### config.mk
export PLATFORM = sky130hd
export DESIGN_NAME = stepper_response_frame_parser_unit_flat
export DESIGN_NICKNAME = d
export VERILOG_FILES = /design/src/hw/rtl/srfp_pkg.sv /design/src/hw/rtl/srfp_if.sv /design/src/hw/rtl/stepper_response_frame_parser_unit.sv /design/src/hw/rtl/srfp_parser.sv /design/src/hw/rtl/srfp_emitter.sv /design/src/flat_wrapper.sv
export SDC_FILE = /design/constraint.sdc
export NUM_CORES = 1
export LEC_CHECK = 0
export BUFFER_PORTS_ARGS = -buffer_cell sky130_fd_sc_hd__buf_2
export CAP_MARGIN = 5
export CELL_PAD_IN_SITES_DETAIL_PLACEMENT = 2
export CELL_PAD_IN_SITES_GLOBAL_PLACEMENT = 2
export CORE_AREA = 2 2 254 256
export CTS_BUF_LIST = sky130_fd_sc_hd__clkbuf_4 sky130_fd_sc_hd__clkbuf_8
export DETAILED_ROUTE_END_ITERATION = 10
export DIE_AREA = 0 0 256 258
export PLACE_DENSITY = 0.82
export SETUP_SLACK_MARGIN = 0.05
export SYNTH_ARGS = -nofsm -noshare
export SYNTH_HDL_FRONTEND = slang
export SYNTH_HIERARCHICAL = 1
export SYNTH_SLANG_ARGS = --single-unit
### constraint.sdc
create_clock -name clk -period 13 [get_ports clk]
set_clock_uncertainty 0.05 [all_clocks]
set_input_delay 1.95 -clock clk [delete_from_list [all_inputs] [get_ports clk]]
set_output_delay 1.95 -clock clk [all_outputs]
set_load 0.02 [all_outputs]
### src/hw/rtl/srfp_pkg.sv
// Package for the stepper response frame parser: function codes, field tags,
// payload length table and byte helpers. Depends on nothing; every other file imports it.
package srfp_pkg;

    localparam int PAYLOAD_DEPTH_DEF = 32;
    localparam int AXIS_COUNT        = 2;
    localparam int CNT_W             = 6;
    localparam int SNAP_BYTES        = 28;
    localparam int CFG_ADDR_W        = 8;
    localparam int ERR_SUM_W         = 48;

    localparam logic [7:0] CODE_POS      = 8'h36;
    localparam logic [7:0] CODE_ERR      = 8'h37;
    localparam logic [7:0] CODE_SPEED    = 8'h35;
    localparam logic [7:0] CODE_ENC      = 8'h31;
    localparam logic [7:0] CODE_VOLT     = 8'h26;
    localparam logic [7:0] CODE_CURR     = 8'h27;
    localparam logic [7:0] CODE_TEMP     = 8'h39;
    localparam logic [7:0] CODE_FLAGS    = 8'h3C;
    localparam logic [7:0] CODE_STATUS   = 8'h43;
    localparam logic [7:0] CODE_LAST_REG = 8'h1F;

    localparam logic [CFG_ADDR_W-1:0] REG_ADDR_AXIS0 = CFG_ADDR_W'(0);
    localparam logic [CFG_ADDR_W-1:0] REG_ADDR_AXIS1 = CFG_ADDR_W'(1);

    localparam logic [31:0]          CENTIDEG_SCALE = 32'd36000;
    localparam logic [ERR_SUM_W-1:0] CENTIDEG_ROUND = ERR_SUM_W'(32768);
    localparam logic [31:0]          CENTIDEG_MAX   = 32'h7FFF_FFFF;

    typedef enum logic [3:0] {
        TAG_POS      = 4'd0,
        TAG_SPEED    = 4'd1,
        TAG_ENC      = 4'd2,
        TAG_ERR_CDEG = 4'd3,
        TAG_VOLT     = 4'd4,
        TAG_CURR     = 4'd5,
        TAG_TEMP     = 4'd6,
        TAG_HOME     = 4'd7,
        TAG_MOTOR    = 4'd8,
        TAG_ACK      = 4'd9,
        TAG_REF_POS  = 4'd10,
        TAG_ERR_RAW  = 4'd11
    } tag_t;

    typedef logic [SNAP_BYTES-1:0][7:0] payload_t;

    // Snapshot of a completed frame, handed from the parser to the emitter.
    typedef struct packed {
        logic                 axis;
        logic [7:0]           code;
        payload_t             bytes;
        logic [ERR_SUM_W-1:0] err_sum;
    } frame_t;

    // Bytes after the function code, check byte included.
    function automatic logic [CNT_W-1:0] length_for(input logic [7:0] code);
        logic [CNT_W-1:0] len;
        case (code)
            CODE_POS, CODE_ERR: len = CNT_W'(6);
            CODE_SPEED:         len = CNT_W'(4);
            CODE_ENC, CODE_VOLT, CODE_CURR, CODE_TEMP, CODE_FLAGS: len = CNT_W'(3);
            CODE_STATUS:        len = CNT_W'(CODE_LAST_REG - 8'd2);
            default:            len = CNT_W'(2);
        endcase
        return len;
    endfunction

    function automatic logic [3:0] updates_for(input logic [7:0] code);
        logic [3:0] n;
        case (code)
            CODE_STATUS: n = 4'd10;
            CODE_FLAGS:  n = 4'd2;
            default:     n = 4'd1;
        endcase
        return n;
    endfunction

    function automatic logic [31:0] be16(input payload_t p, input int i);
        return {16'd0, p[i], p[i+1]};
    endfunction

    function automatic logic [31:0] be32(input payload_t p, input int i);
        return {p[i], p[i+1], p[i+2], p[i+3]};
    endfunction

endpackage

### src/hw/rtl/srfp_if.sv
// Channel interfaces of the frame parser: received bytes, field updates and
// register writes. Depends on srfp_pkg for widths.
interface srfp_rx_if;
    logic       valid;
    logic       ready;
    logic [7:0] rx_byte;

    modport source (output valid, output rx_byte, input ready);
    modport sink   (input valid, input rx_byte, output ready);
endinterface

interface srfp_upd_if;
    logic               valid;
    logic               ready;
    logic               axis_index;
    logic [7:0]         function_code;
    logic [3:0]         field_tag;
    logic signed [32:0] field_value;
    logic               last_update;

    modport source (output valid, output axis_index, output function_code,
                    output field_tag, output field_value, output last_update,
                    input ready);
    modport sink   (input valid, input axis_index, input function_code,
                    input field_tag, input field_value, input last_update,
                    output ready);
endinterface

interface srfp_cfg_if;
    import srfp_pkg::*;
    logic                  valid;
    logic                  ready;
    logic [CFG_ADDR_W-1:0] addr;
    logic [7:0]            data;

    modport source (output valid, output addr, output data, input ready);
    modport sink   (input valid, input addr, input data, output ready);
endinterface

### src/hw/rtl/stepper_response_frame_parser_unit.sv
// Top level of the stepper response frame parser: byte parser and update emitter.
// Depends on srfp_pkg, srfp_if, srfp_parser and srfp_emitter.
//
//   channel  dir   transfer                        payload
//   rx       in    rx.valid & rx.ready             rx_byte
//   upd      out   upd.valid & upd.ready           axis, code, tag, value, last
//   cfg      in    cfg.valid & cfg.ready (always)  addr, data
//
// One received byte is taken per cycle while rx.ready is high. The byte that
// closes a frame hands a snapshot to the emitter, whose updates pass through its
// snapshot register and then the output register: 1, 2 or 10 per frame, one per cycle
// while upd.ready is high. The next frame's closing byte is held off while the emitter drains.
// Reset is asynchronous and active low; the payload store needs no clearing.
module stepper_response_frame_parser_unit
    import srfp_pkg::*;
#(
    parameter int PAYLOAD_DEPTH = PAYLOAD_DEPTH_DEF
)
(
    input  logic        clk,
    input  logic        rst_n,
    srfp_rx_if.sink     rx,
    srfp_upd_if.source  upd,
    srfp_cfg_if.sink    cfg
);

    logic   frame_valid;
    frame_t frame;
    logic   emit_busy;

    srfp_parser #(
        .PAYLOAD_DEPTH (PAYLOAD_DEPTH)
    ) u_parser (
        .clk         (clk),
        .rst_n       (rst_n),
        .rx          (rx),
        .cfg         (cfg),
        .emit_busy   (emit_busy),
        .frame_valid (frame_valid),
        .frame       (frame)
    );

    srfp_emitter u_emitter (
        .clk         (clk),
        .rst_n       (rst_n),
        .frame_valid (frame_valid),
        .frame       (frame),
        .busy        (emit_busy),
        .upd         (upd)
    );

    // A new snapshot never lands on a frame that is still being sent.
    a_no_overwrite: assert property (@(posedge clk) disable iff (!rst_n)
        frame_valid |-> !emit_busy)
        else $error("frame snapshot while emitter busy");

    // Updates of one frame follow back to back with the same axis and code.
    a_frame_contiguous: assert property (@(posedge clk) disable iff (!rst_n)
        (upd.valid && upd.ready && !upd.last_update) |=>
            (upd.valid && $stable(upd.function_code) && $stable(upd.axis_index)))
        else $error("frame updates not contiguous");

    a_tag_range: assert property (@(posedge clk) disable iff (!rst_n)
        upd.valid |-> (upd.field_tag <= TAG_ERR_RAW))
        else $error("field tag out of range");

endmodule

### src/hw/rtl/srfp_parser.sv
// Byte-level frame parser: address match, function code, payload collection
// and frame snapshot. Depends on srfp_pkg and srfp_if.
module srfp_parser
    import srfp_pkg::*;
#(
    parameter int PAYLOAD_DEPTH = PAYLOAD_DEPTH_DEF
)
(
    input  logic        clk,
    input  logic        rst_n,
    srfp_rx_if.sink     rx,
    srfp_cfg_if.sink    cfg,
    input  logic        emit_busy,
    output logic        frame_valid,
    output frame_t      frame
);

    localparam int IDX_W = $clog2(PAYLOAD_DEPTH);

    typedef enum logic [1:0] {
        PH_ADDR = 2'd0,
        PH_CODE = 2'd1,
        PH_DATA = 2'd2
    } phase_t;

    phase_t           phase_reg, phase_next;
    logic             axis_reg, axis_next;
    logic [7:0]       code_reg, code_next;
    logic [CNT_W-1:0] rcvd_reg, rcvd_next;
    logic [CNT_W-1:0] expect_reg, expect_next;
    logic [7:0]       addr0_reg, addr0_next;
    logic [7:0]       addr1_reg, addr1_next;
    logic [7:0]       store [PAYLOAD_DEPTH];

    logic             room;
    logic [CNT_W-1:0] rcvd_inc;
    logic             last_pending;
    logic             take;
    payload_t         snap;

    assign room         = {1'b0, rcvd_reg} < (CNT_W + 1)'(PAYLOAD_DEPTH);
    assign rcvd_inc     = room ? rcvd_reg + CNT_W'(1) : rcvd_reg;
    assign last_pending = (phase_reg == PH_DATA) && (rcvd_inc >= expect_reg);

    // The byte that closes a frame waits until the previous frame has drained.
    assign rx.ready  = !(last_pending && emit_busy);
    assign take      = rx.valid && rx.ready;
    assign cfg.ready = 1'b1;

    always_comb
    begin
        phase_next  = phase_reg;
        axis_next   = axis_reg;
        code_next   = code_reg;
        rcvd_next   = rcvd_reg;
        expect_next = expect_reg;
        addr0_next  = addr0_reg;
        addr1_next  = addr1_reg;
        if (cfg.valid)
        begin
            if (cfg.addr == REG_ADDR_AXIS0)
            begin
                addr0_next = cfg.data;
            end
            else if (cfg.addr == REG_ADDR_AXIS1)
            begin
                addr1_next = cfg.data;
            end
        end
        if (take)
        begin
            unique case (phase_reg)
                PH_ADDR:
                begin
                    if (rx.rx_byte == addr0_reg)
                    begin
                        axis_next  = 1'b0;
                        phase_next = PH_CODE;
                    end
                    else if (AXIS_COUNT > 1 && rx.rx_byte == addr1_reg)
                    begin
                        axis_next  = 1'b1;
                        phase_next = PH_CODE;
                    end
                end
                PH_CODE:
                begin
                    code_next   = rx.rx_byte;
                    rcvd_next   = '0;
                    expect_next = length_for(rx.rx_byte);
                    phase_next  = PH_DATA;
                end
                PH_DATA:
                begin
                    rcvd_next = rcvd_inc;
                    if (last_pending)
                    begin
                        phase_next = PH_ADDR;
                    end
                end
                default:
                begin
                    phase_next = PH_ADDR;
                end
            endcase
        end
    end

    always_ff @(posedge clk or negedge rst_n)
    begin
        if (!rst_n)
        begin
            phase_reg  <= PH_ADDR;
            axis_reg   <= 1'b0;
            code_reg   <= '0;
            rcvd_reg   <= '0;
            expect_reg <= '0;
            addr0_reg  <= 8'd1;
            addr1_reg  <= 8'd2;
        end
        else
        begin
            phase_reg  <= phase_next;
            axis_reg   <= axis_next;
            code_reg   <= code_next;
            rcvd_reg   <= rcvd_next;
            expect_reg <= expect_next;
            addr0_reg  <= addr0_next;
            addr1_reg  <= addr1_next;
        end
    end

    always_ff @(posedge clk)
    begin
        if (take && phase_reg == PH_DATA && room)
        begin
            store[rcvd_reg[IDX_W-1:0]] <= rx.rx_byte;
        end
    end

    // The closing byte is the check byte, so the stored bytes hold all fields.
    always_comb
    begin
        for (int i = 0; i < SNAP_BYTES; i++)
        begin
            snap[i] = store[i];
        end
    end

    assign frame_valid   = take && last_pending;
    assign frame.axis    = axis_reg;
    assign frame.code    = code_reg;
    assign frame.bytes   = snap;
    assign frame.err_sum = ERR_SUM_W'(be32(snap, 22)) * ERR_SUM_W'(CENTIDEG_SCALE)
                           + CENTIDEG_ROUND;

endmodule

### src/hw/rtl/srfp_emitter.sv
// Field update sequencer: holds one frame snapshot and sends its updates one per cycle
// through an output register while upd.ready is high. Depends on srfp_pkg and srfp_if.
module srfp_emitter
    import srfp_pkg::*;
(
    input  logic        clk,
    input  logic        rst_n,
    input  logic        frame_valid,
    input  frame_t      frame,
    output logic        busy,
    srfp_upd_if.source  upd
);

    frame_t             rec_reg;
    logic               busy_reg, busy_next;
    logic [3:0]         step_reg, step_next;
    logic               ovalid_reg, ovalid_next;
    logic               oaxis_reg;
    logic [7:0]         ocode_reg;
    tag_t               otag_reg;
    logic signed [32:0] oval_reg;
    logic               olast_reg;

    logic               advance;
    logic               step_last;
    tag_t               sel_tag;
    logic               sel_signed;
    logic [7:0]         sel_sign;
    logic [31:0]        sel_mag;
    logic [31:0]        cdeg_raw;
    logic [31:0]        cdeg_sat;
    logic [32:0]        mag33;
    logic signed [32:0] sel_val;
    payload_t           p;

    assign p         = rec_reg.bytes;
    assign advance   = busy_reg && (!ovalid_reg || upd.ready);
    assign step_last = (step_reg == updates_for(rec_reg.code) - 4'd1);
    assign busy      = busy_reg;

    assign cdeg_raw = rec_reg.err_sum[ERR_SUM_W-1:ERR_SUM_W-32];
    assign cdeg_sat = cdeg_raw[31] ? CENTIDEG_MAX : cdeg_raw;

    always_comb
    begin
        sel_tag    = TAG_ACK;
        sel_signed = 1'b0;
        sel_sign   = p[0];
        sel_mag    = {24'd0, p[0]};
        case (rec_reg.code)
            CODE_POS:
            begin
                sel_tag = TAG_POS;  sel_signed = 1'b1; sel_mag = be32(p, 1);
            end
            CODE_SPEED:
            begin
                sel_tag = TAG_SPEED; sel_signed = 1'b1; sel_mag = be16(p, 1);
            end
            CODE_ENC:
            begin
                sel_tag = TAG_ENC;  sel_mag = be16(p, 0);
            end
            CODE_ERR:
            begin
                sel_tag = TAG_ERR_CDEG; sel_signed = 1'b1; sel_mag = be32(p, 1);
            end
            CODE_VOLT:
            begin
                sel_tag = TAG_VOLT; sel_mag = be16(p, 0);
            end
            CODE_CURR:
            begin
                sel_tag = TAG_CURR; sel_mag = be16(p, 0);
            end
            CODE_TEMP:
            begin
                sel_tag = TAG_TEMP; sel_signed = 1'b1; sel_mag = {24'd0, p[1]};
            end
            CODE_FLAGS:
            begin
                if (step_reg == 4'd0)
                begin
                    sel_tag = TAG_HOME;  sel_mag = {24'd0, p[0]};
                end
                else
                begin
                    sel_tag = TAG_MOTOR; sel_mag = {24'd0, p[1]};
                end
            end
            CODE_STATUS:
            begin
                case (step_reg)
                    4'd0:    begin sel_tag = TAG_VOLT; sel_mag = be16(p, 2); end
                    4'd1:    begin sel_tag = TAG_CURR; sel_mag = be16(p, 4); end
                    4'd2:    begin sel_tag = TAG_ENC;  sel_mag = be16(p, 6); end
                    4'd3:
                    begin
                        sel_tag = TAG_REF_POS; sel_signed = 1'b1;
                        sel_sign = p[8];  sel_mag = be32(p, 9);
                    end
                    4'd4:
                    begin
                        sel_tag = TAG_SPEED; sel_signed = 1'b1;
                        sel_sign = p[13]; sel_mag = be16(p, 14);
                    end
                    4'd5:
                    begin
                        sel_tag = TAG_POS; sel_signed = 1'b1;
                        sel_sign = p[16]; sel_mag = be32(p, 17);
                    end
                    4'd6:
                    begin
                        sel_tag = TAG_ERR_RAW; sel_signed = 1'b1;
                        sel_sign = p[21]; sel_mag = be32(p, 22);
                    end
                    4'd7:
                    begin
                        sel_tag = TAG_ERR_CDEG; sel_signed = 1'b1;
                        sel_sign = p[21]; sel_mag = cdeg_sat;
                    end
                    4'd8:    begin sel_tag = TAG_HOME;  sel_mag = {24'd0, p[26]}; end
                    default: begin sel_tag = TAG_MOTOR; sel_mag = {24'd0, p[27]}; end
                endcase
            end
            default:
            begin
                sel_tag = TAG_ACK;
            end
        endcase
    end

    // For a signed field, a nonzero sign byte negates the magnitude.
    assign mag33   = {1'b0, sel_mag};
    assign sel_val = (sel_signed && sel_sign != 8'd0) ? $signed(-mag33) : $signed(mag33);

    always_comb
    begin
        busy_next   = busy_reg;
        step_next   = step_reg;
        ovalid_next = ovalid_reg;
        if (upd.ready)
        begin
            ovalid_next = 1'b0;
        end
        if (advance)
        begin
            ovalid_next = 1'b1;
            step_next   = step_reg + 4'd1;
            if (step_last)
            begin
                busy_next = 1'b0;
            end
        end
        if (frame_valid)
        begin
            busy_next = 1'b1;
            step_next = '0;
        end
    end

    always_ff @(posedge clk or negedge rst_n)
    begin
        if (!rst_n)
        begin
            busy_reg   <= 1'b0;
            step_reg   <= '0;
            ovalid_reg <= 1'b0;
        end
        else
        begin
            busy_reg   <= busy_next;
            step_reg   <= step_next;
            ovalid_reg <= ovalid_next;
        end
    end

    always_ff @(posedge clk)
    begin
        if (frame_valid)
        begin
            rec_reg <= frame;
        end
        if (advance)
        begin
            oaxis_reg <= rec_reg.axis;
            ocode_reg <= rec_reg.code;
            otag_reg  <= sel_tag;
            oval_reg  <= sel_val;
            olast_reg <= step_last;
        end
    end

    assign upd.valid         = ovalid_reg;
    assign upd.axis_index    = oaxis_reg;
    assign upd.function_code = ocode_reg;
    assign upd.field_tag     = otag_reg;
    assign upd.field_value   = oval_reg;
    assign upd.last_update   = olast_reg;

endmodule
### src/flat_wrapper.sv
// flat-port wrapper written by rule: the top's interface ports become plain ports
module stepper_response_frame_parser_unit_flat import srfp_pkg::*;
#(
    parameter int PAYLOAD_DEPTH = PAYLOAD_DEPTH_DEF
)
  (clk, rst_n, rx_valid, rx_rx_byte, rx_ready, upd_valid, upd_axis_index, upd_function_code, upd_field_tag, upd_field_value, upd_last_update, upd_ready, cfg_valid, cfg_addr, cfg_data, cfg_ready);
  srfp_rx_if rx_i ();
  srfp_upd_if upd_i ();
  srfp_cfg_if cfg_i ();
  input  logic clk;
  input  logic rst_n;
  input wire logic [$bits(rx_i.valid)-1:0] rx_valid;
  input wire logic [$bits(rx_i.rx_byte)-1:0] rx_rx_byte;
  output wire logic [$bits(rx_i.ready)-1:0] rx_ready;
  output wire logic [$bits(upd_i.valid)-1:0] upd_valid;
  output wire logic [$bits(upd_i.axis_index)-1:0] upd_axis_index;
  output wire logic [$bits(upd_i.function_code)-1:0] upd_function_code;
  output wire logic [$bits(upd_i.field_tag)-1:0] upd_field_tag;
  output wire logic [$bits(upd_i.field_value)-1:0] upd_field_value;
  output wire logic [$bits(upd_i.last_update)-1:0] upd_last_update;
  input wire logic [$bits(upd_i.ready)-1:0] upd_ready;
  input wire logic [$bits(cfg_i.valid)-1:0] cfg_valid;
  input wire logic [$bits(cfg_i.addr)-1:0] cfg_addr;
  input wire logic [$bits(cfg_i.data)-1:0] cfg_data;
  output wire logic [$bits(cfg_i.ready)-1:0] cfg_ready;
  assign rx_i.valid = rx_valid;
  assign rx_i.rx_byte = rx_rx_byte;
  assign rx_ready = rx_i.ready;
  assign upd_valid = upd_i.valid;
  assign upd_axis_index = upd_i.axis_index;
  assign upd_function_code = upd_i.function_code;
  assign upd_field_tag = upd_i.field_tag;
  assign upd_field_value = upd_i.field_value;
  assign upd_last_update = upd_i.last_update;
  assign upd_i.ready = upd_ready;
  assign cfg_i.valid = cfg_valid;
  assign cfg_i.addr = cfg_addr;
  assign cfg_i.data = cfg_data;
  assign cfg_ready = cfg_i.ready;
  stepper_response_frame_parser_unit #(.PAYLOAD_DEPTH(PAYLOAD_DEPTH)) u_core (.clk(clk), .rst_n(rst_n), .rx(rx_i), .upd(upd_i), .cfg(cfg_i));
endmodule
# [After elaboration in Yosys (flattened, before gate mapping)]
# Memories as Yosys holds them, arrays and structs flattened. A register that Yosys moved wholly into a read port is not among the register bits.
# Index checks and enable logic that the tools add are counted.
[totals] romBits=0 ram_bits=256 mem_count=1 latch_bits=0 input_bits=29 reg_bits=181 wordCells=132 output_inout_bits=50
[mem_list] name="u_core.u_parser.store" depth=32 word_bits=8 rd=28 rd_clocked_by_memory_dff=24 write_ports=1 line_no="srfp_parser.sv:33" source="logic [7:0] store [PAYLOAD_DEPTH];"
[op_classes] n_shift=0 n_reduce_logical=34 bitwise=1 n_div=0 addsub=5 mux=31 n_lt_le_gt_ge=2 mul=1 n_eq_ne=34
[op_table] cell="$pmux 32 s9" count=1
[op_table] cell="$pmux 32 s6" count=1
[op_table] cell="$eq 8x6->1 const B" count=16
[op_table] cell="$pmux 4 s9" count=2
[op_table] cell="$add 48x16->48 const B" count=1
[op_table] cell="$mul 32x11->43 const B" count=1
[op_table] cell="$neg 32->33" count=1
[op_table] cell="$mux 32" count=1
[op_table] cell="$pmux 8 s4" count=1
[op_table] cell="$mux 31" count=1
[op_table] cell="$pmux 5 s4" count=1
[op_table] cell="$eq 4x3->1 const B" count=4
[op_table] cell="$eq 8x7->1 const B" count=2
[op_table] cell="$eq 8x8->1" count=2
[op_table] cell="$mux 8" count=2
[op_table] cell="$mux 4" count=3
[op_table] cell="$pmux 6 s2" count=1
[op_table] cell="$mux 1" count=10
[op_table] cell="$reduce_bool 2->1" count=5
[op_table] cell="$reduce_or 5->1" count=2
[op_table] cell="$reduce_and 3->1" count=3
[op_table] cell="$eq 4x2->1 const B" count=2
[op_table] cell="$eq 8x1->1 const B" count=1
[op_table] cell="$logic_and 1x1->1" count=8
[op_table] cell="other kinds (28)" count=36

# [Depth between registers and ports, before layout]
# Gate-level depths: netlist of the first run.
[depth] ltp_word=11 ltp_mapped=22 ltp_nobuf=20

# [Modules after synthesis]
# Netlist of the first run, hierarchy kept.
[modules_own_cells] mod="srfp_parser" n_inst=1 cells_per_inst=1295 seq_area_each_um2=7654.8 area_per_inst_um2=16050.4
[modules_own_cells] mod="srfp_emitter" n_inst=1 cells_per_inst=920 seq_area_each_um2=9519.1 area_per_inst_um2=13414.1

# [Worst setup path before layout of the first run]
# OpenSTA, ideal clock, no wires.
[synth_timing] path_kind="flip-flop to flip-flop" from="reg u_core.u_parser.rcvd_reg[0]" to="reg u_core.u_emitter.rec_reg (netlist bit u_core/u_emitter/cdeg_raw[0]), enable pin" setup_ns=0.666 t_arrival_ns=8.625 path_slack_ns=3.660 path_stages_with_launch=13 required_time_ns=12.284 n_path_buf=1 period_less_slack_ns=9.340 path_cell_list="dfrtp_1 > inv_1 > ha_1 > mux2_2 > ha_1 > a21o_1 > a21o_1 > a21oi_1 > o21ai_0 > nand3_1 > and2_1 > clkbuf_1 > and3_1"
[synth_via] elab_chain_len=8 word_cells_on_any_way=9 classes_between="add/sub: 1; order compare: 2; mux: 1; reduce/logical: 5"
[synth_lines] element="from (decl)" line_no="srfp_parser.sv:29" source="logic [CNT_W-1:0] rcvd_reg, rcvd_next;"
[synth_lines] element="from (signal assigned)" line_no="srfp_parser.sv:126" source="rcvd_reg <= rcvd_next;"
[synth_lines] element="$add 6x1->6 or $lt 6x6->1 (tied branches)" line_no="srfp_parser.sv:42, srfp_parser.sv:41"
[synth_lines] element="$mux 6 *" line_no="srfp_parser.sv:42" source="assign rcvd_inc = room ? rcvd_reg + CNT_W'(1) : rcvd_reg;"
[synth_lines] element="$ge 6x6->1 *" line_no="srfp_parser.sv:43" source="assign last_pending = (phase_reg == PH_DATA) && (rcvd_inc >= expect_reg);"
[synth_lines] element="$logic_and 1x1->1 *" line_no="srfp_parser.sv:43"
[synth_lines] element="$logic_and 1x1->1 *" line_no="srfp_parser.sv:46" source="assign rx.ready = !(last_pending && emit_busy);"
[synth_lines] element="$logic_not 1->1 *" line_no="srfp_parser.sv:46"
[synth_lines] element="via rx_ready" line_no="flat_wrapper.sv:14" source="output wire logic [$bits(rx_i.ready)-1:0] rx_ready;"
[synth_lines] element="$logic_and 1x1->1 *" line_no="srfp_parser.sv:47" source="assign take = rx.valid && rx.ready;"
[synth_lines] element="$logic_and 1x1->1 *" line_no="srfp_parser.sv:150" source="assign frame_valid = take && last_pending;"
[synth_lines] element="via u_core.frame_valid" line_no="stepper_response_frame_parser_unit.sv:27" source="logic frame_valid;"
[synth_lines] element="to (signal assigned)" line_no="srfp_emitter.sv:181" source="rec_reg <= frame;"
[synth_lines] element="to (decl)" line_no="srfp_emitter.sv:14" source="frame_t rec_reg;"
# Mark *: on every way through the listed nets, which the timed path passes. The rest lies on a longest branch.
# A chain may end at the register's enable or synchronous reset.

==> results of run 1 <==
-- worst max-delay path, stage by stage (launching register included) --
cell       delay, ns
edfxtp_1        0.53
ha_1            0.38
ha_1            0.29
inv_1           0.07
fa_1            0.57
inv_1           0.11
fa_1            0.61
inv_1           0.10
fa_1            0.56
inv_1           0.05
ha_1            0.45
nand2_1         0.13
o21ai_0         0.52
a21oi_1         0.16
xnor2_1         0.44
o2111ai_1       0.40
nor4_1          0.67
nor4b_1         0.65
nand2_1         0.15
xnor2_1         0.16
-- worst max-delay path by stage --
stage,depth (start not counted),slack [ns],endpoint,startpoint
3_5_place_dp,20,5.78,u_core/u_emitter/cdeg_raw[29]$_DFFE_PP_,u_core/u_parser/store[25][5]$_DFFE_PP_
6_report,19,5.70,u_core/u_emitter/cdeg_raw[20]$_DFFE_PP_,u_core/u_parser/store[25][5]$_DFFE_PP_
2_1_floorplan,12,3.66,u_core/u_emitter/cdeg_raw[0]$_DFFE_PP_,u_core/u_parser/rcvd_reg[0]$_DFFE_PN0P_
3_3_place_gp,18,6.29,u_core/u_emitter/cdeg_raw[24]$_DFFE_PP_,u_core/u_parser/store[24][5]$_DFFE_PP_
5_1_grt,19,5.44,u_core/u_emitter/cdeg_raw[20]$_DFFE_PP_,u_core/u_parser/store[25][5]$_DFFE_PP_
4_1_cts,20,5.60,u_core/u_emitter/cdeg_raw[31]$_DFFE_PP_,u_core/u_parser/store[25][5]$_DFFE_PP_
-- cell type report --
| class | instances | share of cell area (%) |
|---|---|---|
| sequential | 579 | 52.8 |
| tap | 855 | 3.29 |
| inverter | 180 | 2.08 |
| clock buffer | 144 | 5.44 |
| clock inverter | 40 | 0.677 |
| multi-input combinational | 1346 | 34.0 |
| timing repair buffer | 102 | 1.75 |
-- per-stage QoR --
stage / utilization (%) / power [mW] / instances
floorplan: - / 2.65 / 2198
CTS: 51.1 / 4.71 / 3245
detailed placement: 48.0 / 2.98 / 3061
global placement: 48.0 / 2.91 / 3061
global route: 51.1 / 4.83 / 3246
finish: 51.1 / 4.70 / 3246
-- metal layers --
layer	part of all wire [%]	vias up	GRT usage, %
li1	-	8406	-
met1	36	10800	38.3
met2	52	1031	59.7
met3	6.9	335	5.51
met4	5.4	2	16.9
met5	0.012	-	0
-- power groups by stage --
stage | sequential [mW] | combinational [mW] | clock [mW]
4_1_cts | 2.18 | 0.792 | 1.74
3_5_place_dp | 2.21 | 0.767 | 0
6_report | 2.18 | 0.811 | 1.72
5_1_grt | 2.18 | 0.837 | 1.81
2_1_floorplan | 2.23 | 0.420 | 0
3_3_place_gp | 2.19 | 0.716 | 0
==> impl_metrics.yaml, run 1 <==
outcome:
  status: "complete, no violations"
place:
  dpl_cell_area_um2: 30500
  gp_congestion: 0.871
  port_buffers: 77
  place_ws_ns: 5.78
  hpwl_mm: 73.3
setup_path:
  end_kind: "flop"
  crit_arrival_ns: 7.69
  path_max_fanout: 8
  worst-endpoint-required_ns: 13.39
  r2r-start: "u_core/u_parser/store[25][5]$_DFFE_PP_"
  r2r_end: "u_core/u_emitter/cdeg_raw[20]$_DFFE_PP_"
  rrSetupSlack_ns: 5.70
  startpoint_type: "flop"
  reg2reg_depth: 19
  path_class: "flop to flop"
finish:
  fill_cells: 6033
  final_area_um2: 32600
  layout_common_cells: "edfxtp_1 (536), ha_1 (195), inv_1 (179), nand2_1 (129), nor2_1 (122)"
  area_growth_pct: 10.9
  multi_input_area_um2: 11100
  drive_gt1_share_pct: 14.7
  fin_nets: 2615
  seqCellArea_um2: 17200
  n_antenna_cell: 0
  final_common_cell: "edfxtp_1"
routing:
  drcViolationCount: 0
  routed_via_density: 6.33
  first_pass_iters: 6
  initialDrtViolationCount: 1748
  post_drt_wl_per_cell_um: 34.0
  drt_wl_total_mm: 110
  vias: 20500
  postRouteAntennaNets: 0
cts:
  clock-root-buffer: "clkbuf_8"
  postCtsHoldBufs: 0
  htreeDepth: 3
  cts_max_path_buffers: 3
  clkLatencyLatePin_ns: 0.70
  cts_resized: 0
  cts_buffers: 100
  postCtsSetupRepairBufs: 0
  path_clk_slew_ns: 0.07
  cts.sinks: 579
  tritoncts: "built"
floorplan:
  initial_core_util_pct: 46.1
  io_pins: 79
  die_w_um: 256
  std_cell_rows: 93
  dieArea_um2: 66000
  die_height_um: 258
  core_um2: 63600
sta:
  max_slew_margin_pct: 14.9
  whs_ns: 0.365
  period_share_pct: 56.2
  timing.fmax_mhz: 137
  worst_pin_slew_ns: 1.28
  drv_slew: 0
  rsz0062_at_grt: "false"
  setup_viol: 0
  period_minus_slack_ns: 7.30
  setup_tns_ns: 0
  finalWorstSetupSlack_ns: 5.70
  hold_violations: 0
grt:
  grt_usage_pct: 33.2
  grt_antenna_before_repair: 2
  grt_pass1_vias: 23000
  grt_overflow: 0
  grt_pass1_wl_mm: 159
  grt_max_degree: 87
synth:
  yosys_warnings: 6
  avgSynthCellArea_um2: 13.4
  synthesis.instances: 2198
  syn_nets: 2504
  netlist_area_um2: 29400
worst_hold_path:
  hold-path-endpoint: "u_core/u_emitter/p[8]$_DFFE_PP_"
  min_path_cells: 0
  hold_class: "flop to flop"
  hold_path.startpoint: "u_core/u_parser/store[1][0]$_DFFE_PP_"
pwr:
  combPwrFrac_pct: 17.2
  p_clk_share_pct: 36.5
  powerDensity_nw_per_um2: 145
  power.internal_mw: 3.23
  switchingPower_mw: 1.47
  leakagePower_nw: 12.2
  swShare_pct: 31.3
  ir_worst_vdd_mv: 0.127
  pwr-share-seq_pct: 46.3
flow_run:
  max_cap_violations: 0
No activity file was read; power rests on OpenSTA's default activity.
==> run 2, diff against run 1 <==
Settings changed: ABC_AREA set to 1, CORE_AREA 2 2 254 256 to 2 2 285 287, DIE_AREA 0 0 256 258 to 0 0 287 289, PLACE_DENSITY 0.82 to 0.78.
Clock period 13 ns to 6.4 ns, I/O delays scaled along.
==> run 2 against run 1 <==
  * Largest cell class unchanged
  * Count of clock-buffer cells in the layout grew 3
  * Synthesized area grew 5.3%
  * Via count grew 15%
  * Clock power grew 97%
  * Cell count grew 34%
  * Global-route usage shrank 4.5 points
  * Sequential power grew 120%
  * Flip-flop and latch count is the same
==> impl_metrics.yaml, run 2 <==
cts:
  path_clk_slew_ns: 0.07
  tritoncts: "built"
  cts_max_path_buffers: 3
  htreeDepth: 3
  clkLatencyLatePin_ns: 0.71
  clock-root-buffer: "clkbuf_8"
  cts_buffers: 97
  cts.sinks: 579
sta:
  timing.fmax_mhz: 164
  period_share_pct: 95.2
  max_slew_margin_pct: 14.3
  setup_viol: 0
  hold_violations: 0
  rsz0062_at_grt: "false"
  drv_slew: 0
  worst_pin_slew_ns: 1.27
  period_minus_slack_ns: 6.09
  whs_ns: 0.355
  finalWorstSetupSlack_ns: 0.308
  setup_tns_ns: 0
setup_path:
  crit_arrival_ns: 6.48
  path_max_fanout: 6
  worst-endpoint-required_ns: 6.79
  cpPeakStageDelay_ns: 0.56
  path_cells: "ha_1, ha_1, fa_1, fa_1, inv_1, fa_1, inv_1, ha_1, nand2_2, inv_1, nand2_1, nand2_1, inv_1, nand3_1, nand2_1, nand2_1, nand2_1, nand2_1, nor2_2, nand2_1, nor2_1, nand3_1, nand2_1, nand2_1"
  path_class: "flop to flop"
  r2r-start: "u_core/u_parser/store[24][0]$_DFFE_PP_"
  startpoint_type: "flop"
  cpMaxStageDelayCell: "edfxtp_1"
  end_kind: "flop"
  worst-path-buf-inv: 4
  critPathLaunch: "u_core/u_parser/store[24][0]$_DFFE_PP_"
  path_delay_family: "adder cells"
  cp_common_cell: "nand2_1"
routing:
  initialDrtViolationCount: 1846
  routed_via_density: 5.45
  vias: 23700
  drt_wl_total_mm: 119
  postRouteAntennaNets: 0
  post_drt_wl_per_cell_um: 27.5
  first_pass_iters: 6
  drcViolationCount: 0
place:
  hpwl_mm: 85.6
  place_ws_ns: 0.0481
  gp_congestion: 0.900
  dp.cells: 4162
  port_buffers: 77
  dpl_cell_area_um2: 32800
synth:
  syn_nets: 3334
  synthesis.instances: 3028
  yosys_warnings: 6
  netlist_area_um2: 30900
  avgSynthCellArea_um2: 10.2
finish:
  multi_input_area_um2: 11800
  final_common_cell: "nand2_1"
  final_core_util_pct: 43.6
  seqCellArea_um2: 17200
  drive_gt1_share_pct: 12.3
  final_area_um2: 34800
  fin_nets: 3522
  layout_common_cells: "nand2_1 (826), edfxtp_1 (536), inv_1 (469), nor2_1 (218), ha_1 (194)"
  finalNonFillerCells: 4348
  fill_cells: 8444
  area_growth_pct: 12.7
pwr:
  finalPower_mw: 10.3
  powerDensity_nw_per_um2: 295
  ir_worst_vdd_mv: 0.160
  leakagePower_nw: 15.3
worst_hold_path:
  hold_path.startpoint: "u_core/u_parser/store[11][2]$_DFFE_PP_"
  hold_class: "flop to flop"
grt:
  grt_antenna_before_repair: 3
  grtUsageMet3_pct: 4.65
  grt_max_degree: 119
  grt_pass1_wl_mm: 174
  grt_pass1_vias: 26200
  grt_overflow: 0
  met1_usage_pct: 35.6
  grt_use_met2_pct: 49.9
  grt_usage_pct: 28.7
  grt_busiest_layer: "met2"
floorplan:
  core_um2: 79900
  dieArea_um2: 82900
  initial_core_util_pct: 38.7
  io_pins: 79
  die_height_um: 289
  die_w_um: 287
  std_cell_rows: 104
flow_run:
  max_cap_violations: 0
outcome:
  status: "complete, no violations"
[run 2: report_power, final]
group	switching (mW)	internal, mW	leakage, nW
Combinational	1.69	0.446	8.85
Clock	1.59	1.79	1.02
Sequential	0.198	4.58	5.43
Total	3.48	6.81	15.3
[run 2: routing by layer]
| layer | share of wire (%) | vias up |
|---|---|---|
| met5 | 0.011 | - |
| met1 | 40 | 12200 |
| li1 | - | 10300 |
| met3 | 6.2 | 280 |
| met2 | 50 | 917 |
| met4 | 4.1 | 2 |
[run 2: final cells by class]
type	instances	area share (%)
clock inverter	23	0.381
antenna	1	0.00718
timing repair buffer	134	2.41
multi-input combinational	1912	33.7
clock buffer	147	5.07
tap	1060	3.81
inverter	492	5.32
sequential	579	49.3
[run 2: worst paths after layout]
check | to | slack, ns | cells past startpoint
max | u_core/u_emitter/cdeg_raw[26]$_DFFE_PP_ | 0.31 | 24
min | u_core/u_emitter/p[90]$_DFFE_PP_ | 0.35 | 0
max reg2reg | u_core/u_emitter/cdeg_raw[26]$_DFFE_PP_ | 0.31 | 24
min reg2reg | u_core/u_emitter/p[90]$_DFFE_PP_ | 0.35 | 0
max in group asynchronous | u_core/u_parser/addr1_reg[3]$_DFFE_PN0P_ | 5.17 | 1
min in group asynchronous | u_core/u_parser/code_reg[7]$_DFFE_PN0P_ | 0.45 | 1
[run 2: worst register-to-register path: cells and delay by family (launching register included)]
family | cells | cell delay (ns)
fa+ha+maj | 6 | 2.74
simple gates | 14 | 2.25
flops | 1 | 0.56
buf+inv | 4 | 0.25
[run 2: timing repair]
item	4_1_cts	5_1_grt
buffers inserted	0	14
resized for setup	1	9
endpoints found under the setup margin	1	17
hold buffers	0	0
==> run 3, diff against run 2 <==
Settings changed: CORE_AREA 2 2 285 287 to 2 2 284 286, DIE_AREA 0 0 287 289 to 0 0 286 288, PLACE_DENSITY 0.78 to 0.77, SYNTH_HIERARCHICAL 1 to unset.
==> run 3 against run 2 <==
  * Die area fell by 0.69%
  * Final area fell by 0.78%
  * Total power rose by 1.1%
  * Highest routed layer is now met4
  * Largest power group unchanged
  * Sequential power hardly changed
  * Cell count fell by 2.8%
  * Flip-flop and latch count unchanged
  * Global-route usage decreased by 0.53 points
==> impl_metrics.yaml, run 3 <==
finish:
  area_growth_pct: 12.9
  fill_cells: 8386
  seqCellArea_um2: 17200
  final_core_util_pct: 43.4
  layout_common_cells: "nand2_1 (698), edfxtp_1 (536), inv_1 (371), nor2_1 (265), ha_1 (192)"
  final_common_cell: "nand2_1"
  drive_gt1_share_pct: 12.3
  fin_nets: 3398
  multi_input_area_um2: 11900
grt:
  grt_overflow: 0
  grt_pass1_wl_mm: 171
  grt_pass1_vias: 26000
  grt_antenna_before_repair: 2
  grt_usage_pct: 28.2
  grt_max_degree: 107
cts:
  cts_buffers: 97
  htreeDepth: 3
  cts_max_path_buffers: 3
  tritoncts: "built"
  path_clk_slew_ns: 0.06
  cts.sinks: 579
  clkLatencyLatePin_ns: 0.75
  postCtsHoldBufs: 0
  clock-root-buffer: "clkbuf_8"
worst_hold_path:
  hold_class: "flop to flop"
  min_path_cells: 0
routing:
  first_pass_iters: 6
  drt_wl_total_mm: 116
  drcViolationCount: 0
  post_drt_wl_per_cell_um: 27.5
  postRouteAntennaNets: 0
  initialDrtViolationCount: 1666
  vias: 23100
  routed_via_density: 5.45
sta:
  period_minus_slack_ns: 6.22
  max_slew_margin_pct: 16.6
  period_share_pct: 97.2
  setup_viol: 0
  drv_slew: 0
  hold_violations: 0
  timing.fmax_mhz: 161
  rsz0062_at_grt: "true"
  worst_pin_slew_ns: 1.25
synth:
  synthesis.instances: 2917
  netlist_area_um2: 30600
  yosys.cell_count.top_type: "nand2_1"
  synth.ff_latch_count: 579
  yosys_warnings: 0
  ys.flop_type: "edfxtp_1"
  yosysTopAreaCell: "edfxtp_1"
  avgSynthCellArea_um2: 10.5
  yosysUniqueCellTypes: 60
  synthTopCellsByCount: "nand2_1 (702), edfxtp_1 (536), inv_1 (376)"
  synth_edf_count: 536
  synth_top_cell_area_share_pct: 52.6
  yosysSeqAreaShare_pct: 56.1
  syn_nets: 3219
  synthArstFlopShare_pct: 7.43
  synthTopCellsByArea: "edfxtp_1 (53%), nand2_1 (8.6%), ha_1 (7.9%)"
setup_path:
  path_cells: "ha_1, ha_1, fa_1, fa_1, inv_1, fa_1, inv_1, ha_1, nand2_1, nor4_1, nand2_1, nand2_1, xor2_4, nand2_1, nor2_2, nand2_1, nor2_2, nand3_1, nand2_1, nand2_1"
  crit_arrival_ns: 6.59
  cpPeakStageDelay_ns: 0.58
  startpoint_type: "flop"
  cp_common_cell: "nand2_1"
  end_kind: "flop"
  reg2reg_depth: 20
  path_max_fanout: 5
  path_class: "flop to flop"
  cpMaxStageDelayCell: "fa_1"
  worst-endpoint-required_ns: 6.77
floorplan:
  io_pins: 79
  dieArea_um2: 82400
  core_um2: 79600
  std_cell_rows: 104
  die_height_um: 288
  die_w_um: 286
  initial_core_util_pct: 38.5
pwr:
  powerDensity_nw_per_um2: 301
  leakagePower_nw: 14.7
  ir_worst_vdd_mv: 0.160
  finalPower_mw: 10.4
outcome:
  status: "complete, no violations"
place:
  gp_congestion: 0.908
  port_buffers: 77
  hpwl_mm: 84.3
flow_run:
  max_cap_violations: 0
## run 3: routing by layer
metal / up-vias / global-route usage, % / routed length (µm)
met5: - / 0 / 0
met2: 748 / 50.0 / 59600
met4: 0 / 11.2 / 4580
li1: 10200 / - / -
met1: 11900 / 34.5 / 46700
met3: 248 / 3.97 / 5370
## run 3: final cells by class
cell class / instances / share of cell area, %
clock inverter: 31 / 0.698
sequential: 579 / 49.7
multi-input combinational: 1902 / 34.4
inverter: 391 / 4.28
timing repair buffer: 125 / 2.23
antenna: 1 / 0.00724
clock buffer: 138 / 4.93
tap: 1060 / 3.84
## run 3: report_power, final
group	internal, mW	switching [mW]
registers	4.54	0.220
clock network	1.80	1.65
logic	0.492	1.70
## run 3: kinds of logic after synthesis
| family | after synthesis | synth area share, % |
|---|---|---|
| DFF | 579 | 56.1 |
| and+or+nand+nor | 1342 | 19.2 |
| AOI/OAI and AO/OA | 223 | 4.06 |
| other | 1 | 0.0122 |
| adders and majority gates | 273 | 13.1 |
| xor gates and xnor gates | 63 | 1.85 |
| buffers and inverters | 436 | 5.67 |
## run 3: critical path: cells and delay by family (launching register included)
family        cells  cell delay, ns
simple gates     11            2.17
flops             1            0.52
buf+inv           2            0.11
xor+xnor          1            0.28
fa+ha+maj         6            2.80
## run 3: per-stage QoR
step | setup TNS, ns | area, µm² | hold slack [ns] | worst slack (ns) | std cells
3_3_place_gp | -0.0544 | 32400 | 0.350 | -0.0544 | 4037
4_1_cts | 0 | 34400 | 0.341 | 0.0260 | 4206
2_1_floorplan | -3.00 | 30700 | 0.350 | -0.0113 | 2917
5_1_grt | -0.0105 | 34600 | 0.347 | -0.0105 | 4227
3_5_place_dp | -1.27 | 32400 | 0.355 | -0.341 | 4037
6_report | 0 | 34600 | 0.349 | 0.182 | 4227
## run 3: repair_timing
action	CTS	global route
setup buffers	0	20
gates resized for setup	8	12
pin swaps	0	1
setup endpoints to repair	18	22
## run 3: final timing paths
check,start,to,slack (ns)
setup / recovery,u_core.u_parser.store[24][5]$_DFFE_PP_,u_core.u_emitter.cdeg_raw[26]$_DFFE_PP_,0.18
hold / removal,u_core.u_parser.store[19][4]$_DFFE_PP_,u_core.u_emitter.p[156]$_DFFE_PP_,0.35
setup reg to reg,u_core.u_parser.store[24][5]$_DFFE_PP_,u_core.u_emitter.cdeg_raw[26]$_DFFE_PP_,0.18
hold reg to reg,u_core.u_parser.store[19][4]$_DFFE_PP_,u_core.u_emitter.p[156]$_DFFE_PP_,0.35
max in group asynchronous,rst_n,u_core.u_parser.addr1_reg[7]$_DFFE_PN0P_,5.17
min in group asynchronous,rst_n,u_core.u_parser.code_reg[7]$_DFFE_PN0P_,0.37
